File: src/u8u16_pkg.sv
package u8u16_pkg;

  localparam int QDepth = 4;
  localparam int QPtrW  = $clog2(QDepth);
  localparam int QCntW  = $clog2(QDepth + 1);

  localparam logic [15:0] HiSurrBase = 16'hD800;
  localparam logic [15:0] LoSurrBase = 16'hDC00;
  localparam logic [20:0] SurrFirst  = 21'h00D800;
  localparam logic [20:0] SurrLast   = 21'h00DFFF;
  localparam logic [20:0] CpMax      = 21'h10FFFF;
  localparam logic [20:0] BmpMax     = 21'h00FFFF;
  localparam logic [20:0] SuppBase   = 21'h010000;

  // register addresses (index into the config map)
  localparam logic RegByteOrder = 1'b0;

  typedef enum logic [2:0] {
    ST_OK          = 3'd0,
    ST_BAD_LEAD    = 3'd1,
    ST_ENDED_EARLY = 3'd2,
    ST_INCOMPLETE  = 3'd3,
    ST_OVERLONG    = 3'd4,
    ST_BAD_POINT   = 3'd5
  } status_t;

  typedef struct packed {
    logic [15:0] code_unit;
    logic        unit_valid;
    logic        string_done;
    status_t     status;
  } result_t;

  // one queue entry: all results caused by one input byte
  typedef struct packed {
    logic    two;
    result_t r0;
    result_t r1;
  } entry_t;

endpackage

File: src/u8u16_ifs.sv
interface u8u16_byte_if;
  logic       valid;
  logic       ready;
  logic [7:0] utf8_byte;
  modport source (output valid, output utf8_byte, input ready);
  modport sink (input valid, input utf8_byte, output ready);
endinterface

interface u8u16_unit_if;
  logic        valid;
  logic        ready;
  logic [15:0] code_unit;
  logic        unit_valid;
  logic        string_done;
  logic [2:0]  status;
  logic        last_of_run;
  modport source (output valid, output code_unit, output unit_valid, output string_done,
                  output status, output last_of_run, input ready);
  modport sink (input valid, input code_unit, input unit_valid, input string_done,
                input status, input last_of_run, output ready);
endinterface

File: src/u8u16_front.sv
module u8u16_front (
  input  logic                 clk,
  input  logic                 rst_n,
  input  logic                 in_valid,
  input  logic [7:0]           in_byte,
  output logic                 in_ready,
  input  logic                 byte_order,
  input  logic                 q_full,
  output logic                 push,
  output u8u16_pkg::entry_t    push_entry
);
  import u8u16_pkg::*;

  logic [1:0]  bl_r, bl_nxt;
  logic [2:0]  len_r, len_nxt;
  logic [20:0] acc_r, acc_nxt;
  status_t     fe_r, fe_nxt;

  logic        accept;
  logic [20:0] acc_shift;
  logic [20:0] pt_cp;
  logic [2:0]  pt_len;
  status_t     pt_err;
  logic [20:0] base;
  logic        pt_fire;
  status_t     err_code;
  logic        clear_fe;
  entry_t      ent;

  function automatic status_t classify(input logic [20:0] cp, input logic [2:0] len);
    status_t s;
    s = ST_OK;
    if ((cp < 21'h80 && len != 3'd1) ||
        (cp >= 21'h80 && cp < 21'h800 && len != 3'd2) ||
        (cp >= 21'h800 && cp <= BmpMax && len != 3'd3)) begin
      s = ST_OVERLONG;
    end else if (cp > CpMax || (cp >= SurrFirst && cp <= SurrLast)) begin
      s = ST_BAD_POINT;
    end
    return s;
  endfunction

  function automatic result_t unit_res(input logic [15:0] u, input logic bo);
    result_t r;
    r.code_unit   = bo ? u : {u[7:0], u[15:8]};
    r.unit_valid  = 1'b1;
    r.string_done = 1'b0;
    r.status      = ST_OK;
    return r;
  endfunction

  function automatic result_t end_res(input status_t s);
    result_t r;
    r.code_unit   = '0;
    r.unit_valid  = 1'b0;
    r.string_done = 1'b1;
    r.status      = s;
    return r;
  endfunction

  assign in_ready  = !q_full;
  assign accept    = in_valid && in_ready;
  assign acc_shift = {acc_r[14:0], in_byte[5:0]};
  assign pt_cp     = (bl_r != 2'd0) ? acc_shift : {13'd0, in_byte};
  assign pt_len    = (bl_r != 2'd0) ? len_r : 3'd1;
  assign pt_err    = classify(pt_cp, pt_len);
  assign base      = pt_cp - SuppBase;

  always_comb begin
    bl_nxt   = bl_r;
    len_nxt  = len_r;
    acc_nxt  = acc_r;
    fe_nxt   = fe_r;
    push     = 1'b0;
    pt_fire  = 1'b0;
    err_code = ST_OK;
    clear_fe = 1'b0;
    ent      = '0;
    if (accept) begin
      if (bl_r != 2'd0) begin
        if (in_byte == 8'd0) begin
          // string cut inside a sequence: zero unit, then end of string
          err_code = ST_ENDED_EARLY;
          push     = 1'b1;
          ent.two  = 1'b1;
          ent.r0   = unit_res(16'd0, byte_order);
          ent.r1   = end_res((fe_r != ST_OK) ? fe_r : ST_ENDED_EARLY);
          clear_fe = 1'b1;
          bl_nxt   = '0;
          len_nxt  = '0;
          acc_nxt  = '0;
        end else if (in_byte[7:6] != 2'b10) begin
          err_code = ST_INCOMPLETE;
          push     = 1'b1;
          ent.r0   = unit_res(16'd0, byte_order);
          bl_nxt   = '0;
          len_nxt  = '0;
          acc_nxt  = '0;
        end else begin
          acc_nxt = acc_shift;
          bl_nxt  = bl_r - 2'd1;
          if (bl_r == 2'd1) begin
            pt_fire = 1'b1;
            len_nxt = '0;
            acc_nxt = '0;
          end
        end
      end else begin
        if (in_byte == 8'd0) begin
          push     = 1'b1;
          ent.r0   = end_res(fe_r);
          clear_fe = 1'b1;
        end else if (!in_byte[7]) begin
          pt_fire = 1'b1;
        end else if (in_byte[7:5] == 3'b110) begin
          len_nxt = 3'd2;
          acc_nxt = {16'd0, in_byte[4:0]};
          bl_nxt  = 2'd1;
        end else if (in_byte[7:4] == 4'b1110) begin
          len_nxt = 3'd3;
          acc_nxt = {17'd0, in_byte[3:0]};
          bl_nxt  = 2'd2;
        end else if (in_byte[7:3] == 5'b11110) begin
          len_nxt = 3'd4;
          acc_nxt = {18'd0, in_byte[2:0]};
          bl_nxt  = 2'd3;
        end else begin
          err_code = ST_BAD_LEAD;
          push     = 1'b1;
          ent.r0   = unit_res(16'd0, byte_order);
        end
      end

      if (pt_fire) begin
        push = 1'b1;
        if (pt_err != ST_OK) begin
          err_code = pt_err;
          ent.r0   = unit_res(16'd0, byte_order);
        end else if (pt_cp > BmpMax) begin
          ent.two = 1'b1;
          ent.r0  = unit_res({6'd0, base[19:10]} + HiSurrBase, byte_order);
          ent.r1  = unit_res({6'd0, base[9:0]} + LoSurrBase, byte_order);
        end else begin
          ent.r0 = unit_res(pt_cp[15:0], byte_order);
        end
      end

      if (clear_fe) begin
        fe_nxt = ST_OK;
      end else if (fe_r == ST_OK && err_code != ST_OK) begin
        fe_nxt = err_code;
      end
    end
  end

  assign push_entry = ent;

  always_ff @(posedge clk) begin
    if (!rst_n) begin
      bl_r  <= '0;
      len_r <= '0;
      acc_r <= '0;
      fe_r  <= ST_OK;
    end else begin
      bl_r  <= bl_nxt;
      len_r <= len_nxt;
      acc_r <= acc_nxt;
      fe_r  <= fe_nxt;
    end
  end

  a_len_tracks_left: assert property (@(posedge clk) disable iff (!rst_n)
    (bl_r != 2'd0) |-> (len_r > {1'b0, bl_r}))
    else $error("sequence length out of step with bytes left");

  a_idle_acc_clear: assert property (@(posedge clk) disable iff (!rst_n)
    (bl_r == 2'd0) |-> (len_r == 3'd0 && acc_r == 21'd0))
    else $error("sequence state not cleared between code points");

  a_end_clears_error: assert property (@(posedge clk) disable iff (!rst_n)
    (push && push_entry.r0.string_done && !push_entry.two) |=> (fe_r == ST_OK))
    else $error("first error not cleared at end of string");

endmodule

File: src/u8u16_queue.sv
module u8u16_queue (
  input  logic              clk,
  input  logic              rst_n,
  input  logic              push,
  input  u8u16_pkg::entry_t push_entry,
  output logic              full,
  input  logic              pop,
  output logic              head_valid,
  output u8u16_pkg::entry_t head_entry
);
  import u8u16_pkg::*;

  entry_t           mem_r [QDepth];
  logic [QPtrW-1:0] wr_r, wr_nxt;
  logic [QPtrW-1:0] rd_r, rd_nxt;
  logic [QCntW-1:0] cnt_r, cnt_nxt;
  logic             do_push, do_pop;

  assign full       = (cnt_r == QCntW'(QDepth));
  assign head_valid = (cnt_r != '0);
  assign head_entry = mem_r[rd_r];
  assign do_push    = push && !full;
  assign do_pop     = pop && head_valid;

  always_comb begin
    wr_nxt  = do_push ? wr_r + QPtrW'(1) : wr_r;
    rd_nxt  = do_pop ? rd_r + QPtrW'(1) : rd_r;
    cnt_nxt = cnt_r;
    if (do_push && !do_pop) begin
      cnt_nxt = cnt_r + QCntW'(1);
    end else if (!do_push && do_pop) begin
      cnt_nxt = cnt_r - QCntW'(1);
    end
  end

  always_ff @(posedge clk) begin
    if (do_push) begin
      mem_r[wr_r] <= push_entry;
    end
  end

  always_ff @(posedge clk) begin
    if (!rst_n) begin
      wr_r  <= '0;
      rd_r  <= '0;
      cnt_r <= '0;
    end else begin
      wr_r  <= wr_nxt;
      rd_r  <= rd_nxt;
      cnt_r <= cnt_nxt;
    end
  end

  a_no_overflow: assert property (@(posedge clk) disable iff (!rst_n)
    push |-> !full)
    else $error("push into full queue");

  a_cnt_bound: assert property (@(posedge clk) disable iff (!rst_n)
    cnt_r <= QCntW'(QDepth))
    else $error("queue count beyond depth");

  a_ptr_gap: assert property (@(posedge clk) disable iff (!rst_n)
    (cnt_r != '0 && cnt_r != QCntW'(QDepth)) |-> (wr_r != rd_r))
    else $error("queue pointers disagree with count");

endmodule

File: src/u8u16_back.sv
module u8u16_back (
  input  logic              clk,
  input  logic              rst_n,
  input  logic              q_valid,
  input  u8u16_pkg::entry_t q_entry,
  output logic              pop,
  output logic              out_valid,
  input  logic              out_ready,
  output u8u16_pkg::result_t out_res,
  output logic              out_last
);
  import u8u16_pkg::*;

  logic    phase_r, phase_nxt;
  logic    vld_r, vld_nxt;
  result_t res_r;
  logic    last_r;
  logic    load;
  result_t sel_res;
  logic    sel_last;

  assign load     = q_valid && (!vld_r || out_ready);
  assign sel_res  = phase_r ? q_entry.r1 : q_entry.r0;
  assign sel_last = phase_r || !q_entry.two;
  assign pop      = load && sel_last;

  always_comb begin
    phase_nxt = phase_r;
    vld_nxt   = vld_r;
    if (load) begin
      vld_nxt   = 1'b1;
      phase_nxt = !sel_last;
    end else if (out_ready) begin
      vld_nxt = 1'b0;
    end
  end

  always_ff @(posedge clk) begin
    if (load) begin
      res_r  <= sel_res;
      last_r <= sel_last;
    end
  end

  always_ff @(posedge clk) begin
    if (!rst_n) begin
      phase_r <= 1'b0;
      vld_r   <= 1'b0;
    end else begin
      phase_r <= phase_nxt;
      vld_r   <= vld_nxt;
    end
  end

  assign out_valid = vld_r;
  assign out_res   = res_r;
  assign out_last  = last_r;

  a_phase_has_pair: assert property (@(posedge clk) disable iff (!rst_n)
    phase_r |-> (q_valid && q_entry.two))
    else $error("second half pending without a pair at head");

  a_done_is_last: assert property (@(posedge clk) disable iff (!rst_n)
    (vld_r && res_r.string_done) |-> last_r)
    else $error("end of string result not marked last");

  a_pair_advances: assert property (@(posedge clk) disable iff (!rst_n)
    (load && !phase_r && q_entry.two) |=> phase_r)
    else $error("pair did not move to its second half");

endmodule

File: src/utf8_to_utf16_transcoder.sv
// UTF-8 to UTF-16 transcoder.
// in_if   : one UTF-8 byte per transaction (valid/ready). A zero byte ends the string.
// out_if  : one UTF-16 unit per transaction, first wire byte in code_unit[15:8];
//           the end-of-string transaction has unit_valid=0, string_done=1 and carries
//           the first error of the string in status. last_of_run marks the final
//           transaction caused by an input byte.
// APB port: register 0 (byte address 0) is byte_order, reset 1 (big endian).
//           Write it only while the block is idle.
// Throughput: one input byte per cycle while the queue is not full. A code point
//   above 0xFFFF makes two output transactions; the 4-entry queue between the
//   decode front and the output back absorbs the burst.
// Path: results go into the queue, then into the back's output register.
// Reset: decode state, first-error status, queue and output valid clear;
//   byte_order returns to big endian.
// Output stall: the back holds its result; the queue fills and in_if.ready drops
//   only when all four entries are taken.
module utf8_to_utf16_transcoder (
  input  logic                clk,
  input  logic                rst_n,
  u8u16_byte_if.sink          in_if,
  u8u16_unit_if.source        out_if,
  input  logic                psel,
  input  logic                penable,
  input  logic                pwrite,
  input  logic [2:0]          paddr,
  input  logic [31:0]         pwdata,
  output logic [31:0]         prdata,
  output logic                pready
);
  import u8u16_pkg::*;

  logic    bo_r, bo_nxt;
  logic    cfg_wr;

  logic    push;
  entry_t  push_entry;
  logic    q_full;
  logic    q_valid;
  entry_t  q_entry;
  logic    pop;
  result_t out_res;

  // config register; index is the word address
  assign pready = 1'b1;
  assign cfg_wr = psel && penable && pwrite && pready;

  always_comb begin
    bo_nxt = bo_r;
    if (cfg_wr && paddr[2] == RegByteOrder) begin
      bo_nxt = pwdata[0];
    end
  end

  always_ff @(posedge clk) begin
    if (!rst_n) begin
      bo_r <= 1'b1;
    end else begin
      bo_r <= bo_nxt;
    end
  end

  assign prdata = (paddr[2] == RegByteOrder) ? {31'd0, bo_r} : 32'd0;

  // front: byte decode, validation, result forming
  u8u16_front u_front (
    .clk        (clk),
    .rst_n      (rst_n),
    .in_valid   (in_if.valid),
    .in_byte    (in_if.utf8_byte),
    .in_ready   (in_if.ready),
    .byte_order (bo_r),
    .q_full     (q_full),
    .push       (push),
    .push_entry (push_entry)
  );

  // decouples decode from output stalls and surrogate pairs
  u8u16_queue u_queue (
    .clk        (clk),
    .rst_n      (rst_n),
    .push       (push),
    .push_entry (push_entry),
    .full       (q_full),
    .pop        (pop),
    .head_valid (q_valid),
    .head_entry (q_entry)
  );

  // back: splits entries into output transactions
  u8u16_back u_back (
    .clk       (clk),
    .rst_n     (rst_n),
    .q_valid   (q_valid),
    .q_entry   (q_entry),
    .pop       (pop),
    .out_valid (out_if.valid),
    .out_ready (out_if.ready),
    .out_res   (out_res),
    .out_last  (out_if.last_of_run)
  );

  assign out_if.code_unit   = out_res.code_unit;
  assign out_if.unit_valid  = out_res.unit_valid;
  assign out_if.string_done = out_res.string_done;
  assign out_if.status      = out_res.status;

endmodule

File: src/flat_wrapper.sv
// flat-port wrapper written by rule: the top's interface ports become plain ports
module utf8_to_utf16_transcoder_flat import u8u16_pkg::*;
  (clk, rst_n, psel, penable, pwrite, paddr, pwdata, prdata, pready, in_if_valid, in_if_utf8_byte, in_if_ready, out_if_valid, out_if_code_unit, out_if_unit_valid, out_if_string_done, out_if_status, out_if_last_of_run, out_if_ready);
  u8u16_byte_if in_if_i ();
  u8u16_unit_if out_if_i ();
  input  logic clk;
  input  logic rst_n;
  input  logic psel;
  input  logic penable;
  input  logic pwrite;
  input  logic [2:0] paddr;
  input  logic [31:0] pwdata;
  output logic [31:0] prdata;
  output logic pready;
  input wire logic [$bits(in_if_i.valid)-1:0] in_if_valid;
  input wire logic [$bits(in_if_i.utf8_byte)-1:0] in_if_utf8_byte;
  output wire logic [$bits(in_if_i.ready)-1:0] in_if_ready;
  output wire logic [$bits(out_if_i.valid)-1:0] out_if_valid;
  output wire logic [$bits(out_if_i.code_unit)-1:0] out_if_code_unit;
  output wire logic [$bits(out_if_i.unit_valid)-1:0] out_if_unit_valid;
  output wire logic [$bits(out_if_i.string_done)-1:0] out_if_string_done;
  output wire logic [$bits(out_if_i.status)-1:0] out_if_status;
  output wire logic [$bits(out_if_i.last_of_run)-1:0] out_if_last_of_run;
  input wire logic [$bits(out_if_i.ready)-1:0] out_if_ready;
  assign in_if_i.valid = in_if_valid;
  assign in_if_i.utf8_byte = in_if_utf8_byte;
  assign in_if_ready = in_if_i.ready;
  assign out_if_valid = out_if_i.valid;
  assign out_if_code_unit = out_if_i.code_unit;
  assign out_if_unit_valid = out_if_i.unit_valid;
  assign out_if_string_done = out_if_i.string_done;
  assign out_if_status = out_if_i.status;
  assign out_if_last_of_run = out_if_i.last_of_run;
  assign out_if_i.ready = out_if_ready;
  utf8_to_utf16_transcoder u_core (.clk(clk), .rst_n(rst_n), .in_if(in_if_i), .out_if(out_if_i), .psel(psel), .penable(penable), .pwrite(pwrite), .paddr(paddr), .pwdata(pwdata), .prdata(prdata), .pready(pready));
endmodule
File: config.mk
export PLATFORM = sky130hd
export DESIGN_NAME = utf8_to_utf16_transcoder_flat
export DESIGN_NICKNAME = d
export VERILOG_FILES = /design/src/u8u16_pkg.sv /design/src/u8u16_ifs.sv /design/src/u8u16_front.sv /design/src/u8u16_queue.sv /design/src/u8u16_back.sv /design/src/utf8_to_utf16_transcoder.sv /design/src/flat_wrapper.sv
export SDC_FILE = /design/constraint.sdc
export NUM_CORES = 1
export LEC_CHECK = 0
export CAP_MARGIN = 30
export CORE_MARGIN = 8
export CORE_UTILIZATION = 63
export CTS_CLUSTER_DIAMETER = 120
export DETAILED_ROUTE_END_ITERATION = 7
export DONT_BUFFER_PORTS = 1
export HOLD_SLACK_MARGIN = 0.05
export PLACE_DENSITY_LB_ADDON = 0.25
export SYNTH_ARGS = -nofsm -noshare
export SYNTH_HDL_FRONTEND = slang
export SYNTH_SLANG_ARGS = --single-unit
File: constraint.sdc
create_clock -name clk -period 4 [get_ports clk]
set_input_delay 0.8 -clock clk [delete_from_list [all_inputs] [get_ports clk]]
set_output_delay 0.8 -clock clk [all_outputs]
set_load 0.05 [all_outputs]
==> impl_results.md <==
- Root Driver: clkbuf_16
- # rows: 46
- Pint: between 4 and 5 mW
- NetSw: around 2.4 mW
- Area leader, netlist: edfxtp_1
- Synth unique cells: 70
- Vias: roughly 5.8k
- Nature of the critical path endpoint: flip-flop
- Reg2reg start: u_core.u_front.bl_r[0]
- IO Port Bufs: 0
- Placer Congestion: between 0.9 and 1
- Max_cap viols: 0
- Share of layout cells above drive strength 1: approximately a fifth
- Top Layer Used: met4
- Worst setup SP type: flip-flop
- Yosys warnings: 0
- CTS tree: done
- Sequential area share after synthesis: 64.1%
- Rel. slew slack: between 20% and 30%
- First-pass GRT wire length: roughly 34000 um
- Hold crit path type: in -> reg
- Htree depth: 1
- Die width: 143 um
- Synthesized instance count: a little under 700
- Unrepaired setup endpoints after global routing: false
- Later-pin clock latency in the skew report: between 500 and 600 ps
- Clock slew at the register clock pins of the worst setup and hold paths: around 60 ps
- Commonest cells post-synth: edfxtp_1 (194), nand2_1 (45), mux4_2 (43)
- Worst flop-to-flop path endpoint: u_core.u_queue.mem_r[3][35]
- Slack of the worst reg-to-reg path: 440 ps
- Initial drt markers: approximately 460
- Final hold violations: 0
- Status: finished clean
- CORE AREA: about 16000 sq um
- Sw Ratio: roughly a third
- Final setup fails: 0
- WL/cell: around 23 um
- FF+latch count, synth: between 200 and 250
- Top Ports: 107
- Number of remaining DRC errors: 0
- Post-synth top flop: edfxtp_1
- M1 wire length: approximately 8500 um
- Slew Limit Fails: 0
- Setup TNS: 0 ps
- Nets: 756
- Worst slew pin tran: ~1100 ps
- Die Ht: between 100 and 150 um
- Design area: 11000 sq um
- Antenna diode count: 0
- Hold path start: rst_n
- Final WL: 21100 um
- Max frequency: between 200 and 300 MHz
- Overall Global Routing Usage: a little over a fifth
- Inserted Clock Buffers: 23
- Logic pwr share: between 20% and 30%
- CP Max Fanout: 24
- WHS Endpoint: u_core.bo_r
- Postcts setup bufs: 0
- Arr. time, crit path: roughly 3700 ps
- Vias per cell: around 6.3
- Async set-or-reset flop fraction in the synthesized netlist: 0%
- Max IR drop VDD: ~580 uV
- Placed Instance Area: slightly above 10000 sq um
- Layout fillers: about 1.0k
- EDFF count, synth: 194
- Synth top area share: 57.2%
- Clk sinks: approximately 230
- Met2 routed WL: approximately 11000 um
- Power Density: ~670 nW/um^2
- Required @ worst endpoint: 4170 ps
- Worst Skew: 19.4 ps
- Sequential power share: between 40% and 50%
- Largest net degree at the start of global routing: 43
- Vias in the first global route: 6122
- Met3 wire length: roughly 1300 um
- GRT overflow: 0
- Post-layout power: 7.33 mW
- Detail Route Antenna Nets: 0
- CTS Buffer Depth: 3
- Final period utilization: between 80 and 90%
- Worst R2R Path Depth: 9
- WHS: 364 ps
- Hold-fix buffers, CTS: 0
- Initial Util: between 60% and 70%
- Post_cts resized: 0
- Initial antenna violation count: 0
- Hold depth: 1
- Mean Syn Cell Area: approximately 15 sq um
- Detailed placement HPWL: ~14000 um
- Leakage: 3.71 nW
- Clock share of power: a little over a quarter
- Pre-Repair DR Iteration Count: 5
- Most frequent cell after synthesis: edfxtp_1
- Syn Std Cell Area: ~10000 sq um
- P&R area growth vs syn: 8.18%
- Post-route minimum period: roughly 3600 ps
- Largest cells by area after synthesis: edfxtp_1 (57%), mux4_2 (9.5%), dfxtp_1 (6.9%), mux2_2 (2.5%), buf_4 (2.4%)
- Crit Path Class: reg -> reg
- DIE AREA: approximately 20000 sq um
critical path, stage by stage, from the launching register on:
cell	delay, ps
dfxtp_1	330
inv_1	90
ha_1	450
mux2i_1	580
o21ai_1	190
a221o_1	370
nand2_1	100
a21oi_2	60
buf_4	210
a2111oi_0	820
how the worst max path moves through the flow:
stage                                start                           to  cells past startpoint
finish              u_core.u_front.bl_r[0]  u_core.u_queue.mem_r[3][35]                      9
global route        u_core.u_front.bl_r[0]  u_core.u_queue.mem_r[2][32]                      9
CTS                 u_core.u_front.bl_r[1]  u_core.u_queue.mem_r[0][27]                      9
detailed placement  u_core.u_front.bl_r[1]  u_core.u_queue.mem_r[3][27]                      9
global placement    u_core.u_front.bl_r[1]  u_core.u_queue.mem_r[0][34]                     10
floorplan                     out_if_ready      u_core.u_queue.cnt_r[2]                     10
state kept, by name, summed over array words and instances (netlist names), named ones only:
register / cells
u_core.u_front.fe_r: 3
u_core.u_queue.rd_r: 2
u_core.u_front.len_r: 3
u_core.u_back.out_res: 21
u_core.u_back.phase_r: 1
u_core.u_front.bl_r: 2
u_core.u_queue.cnt_r: 3
u_core.u_front.acc_r: 15
u_core.u_back.out_last: 1
u_core.bo_r: 1
u_core.u_queue.mem_r: 172
u_core.u_back.out_valid: 1
u_core.u_queue.wr_r: 2
final cells by class:
type | count | area (sq um) | share of cell area, %
multi-input combinational | 405 | 3320 | 30.1
timing repair buffer | 23 | 169 | 1.53
inverter | 14 | 52.6 | 0.477
clock buffer | 31 | 606 | 5.50
clock inverter | 9 | 71.3 | 0.647
sequential | 229 | 6530 | 59.3
tap | 216 | 270 | 2.45
placed cells by master (no fill, tap or decap), types with 5 or more instances in the layout:
cell type / instances
edfxtp_1: 194
nand2_1: 45
mux4_2: 43
nor2_1: 40
dfxtp_1: 33
a21oi_1: 32
conb_1: 32
mux2_2: 23
clkbuf_16: 23
nor3_1: 22
buf_4: 22
nand3_1: 14
inv_1: 13
mux2i_1: 13
o21ai_0: 11
nor3_2: 10
a211oi_1: 9
ha_1: 9
clkbuf_1: 9
nand2b_1: 8
nor4_1: 8
and2_1: 7
nor2b_1: 6
a2111oi_0: 5
through the flow:
step           utilization (%)  setup WS, ps  cells
2_1_floorplan                -           606    719
3_3_place_gp              65.3           732    886
3_5_place_dp              65.3           437    886
4_1_cts                   69.6           410    926
5_1_grt                   69.6          99.0    927
6_report                  69.6           443    927
power groups by stage:
stage                     clock network [mW]  registers (mW)  logic, mW
after floorplan                            0            3.63       1.37
after global placement                     0            3.66       1.68
after detailed placement                   0            3.69       1.74
after CTS                               2.00            3.65       1.76
after global routing                    2.08            3.67       1.88
final                                   1.97            3.64       1.73
cells by family after synthesis:
logic type,count (synthesis),synth area share (%)
other,2,0.0737
AND/OR/NAND/NOR,190,9.85
adder cells (fa/ha/maj),10,1.30
XOR/XNOR,6,0.516
buffers and inverters,85,4.58
flip-flops,229,64.1
AO/OA/AOI/OAI,88,6.27
multiplexers,79,13.3
per-layer routing:
layer | global-route usage, % | vias to the layer above
met1 | 26.8 | 2932
li1 | - | 2610
met4 | 7.33 | 0
met3 | 4.04 | 52
met5 | 0 | -
met2 | 36.8 | 222
No activity file was read; power rests on OpenSTA's default activity.
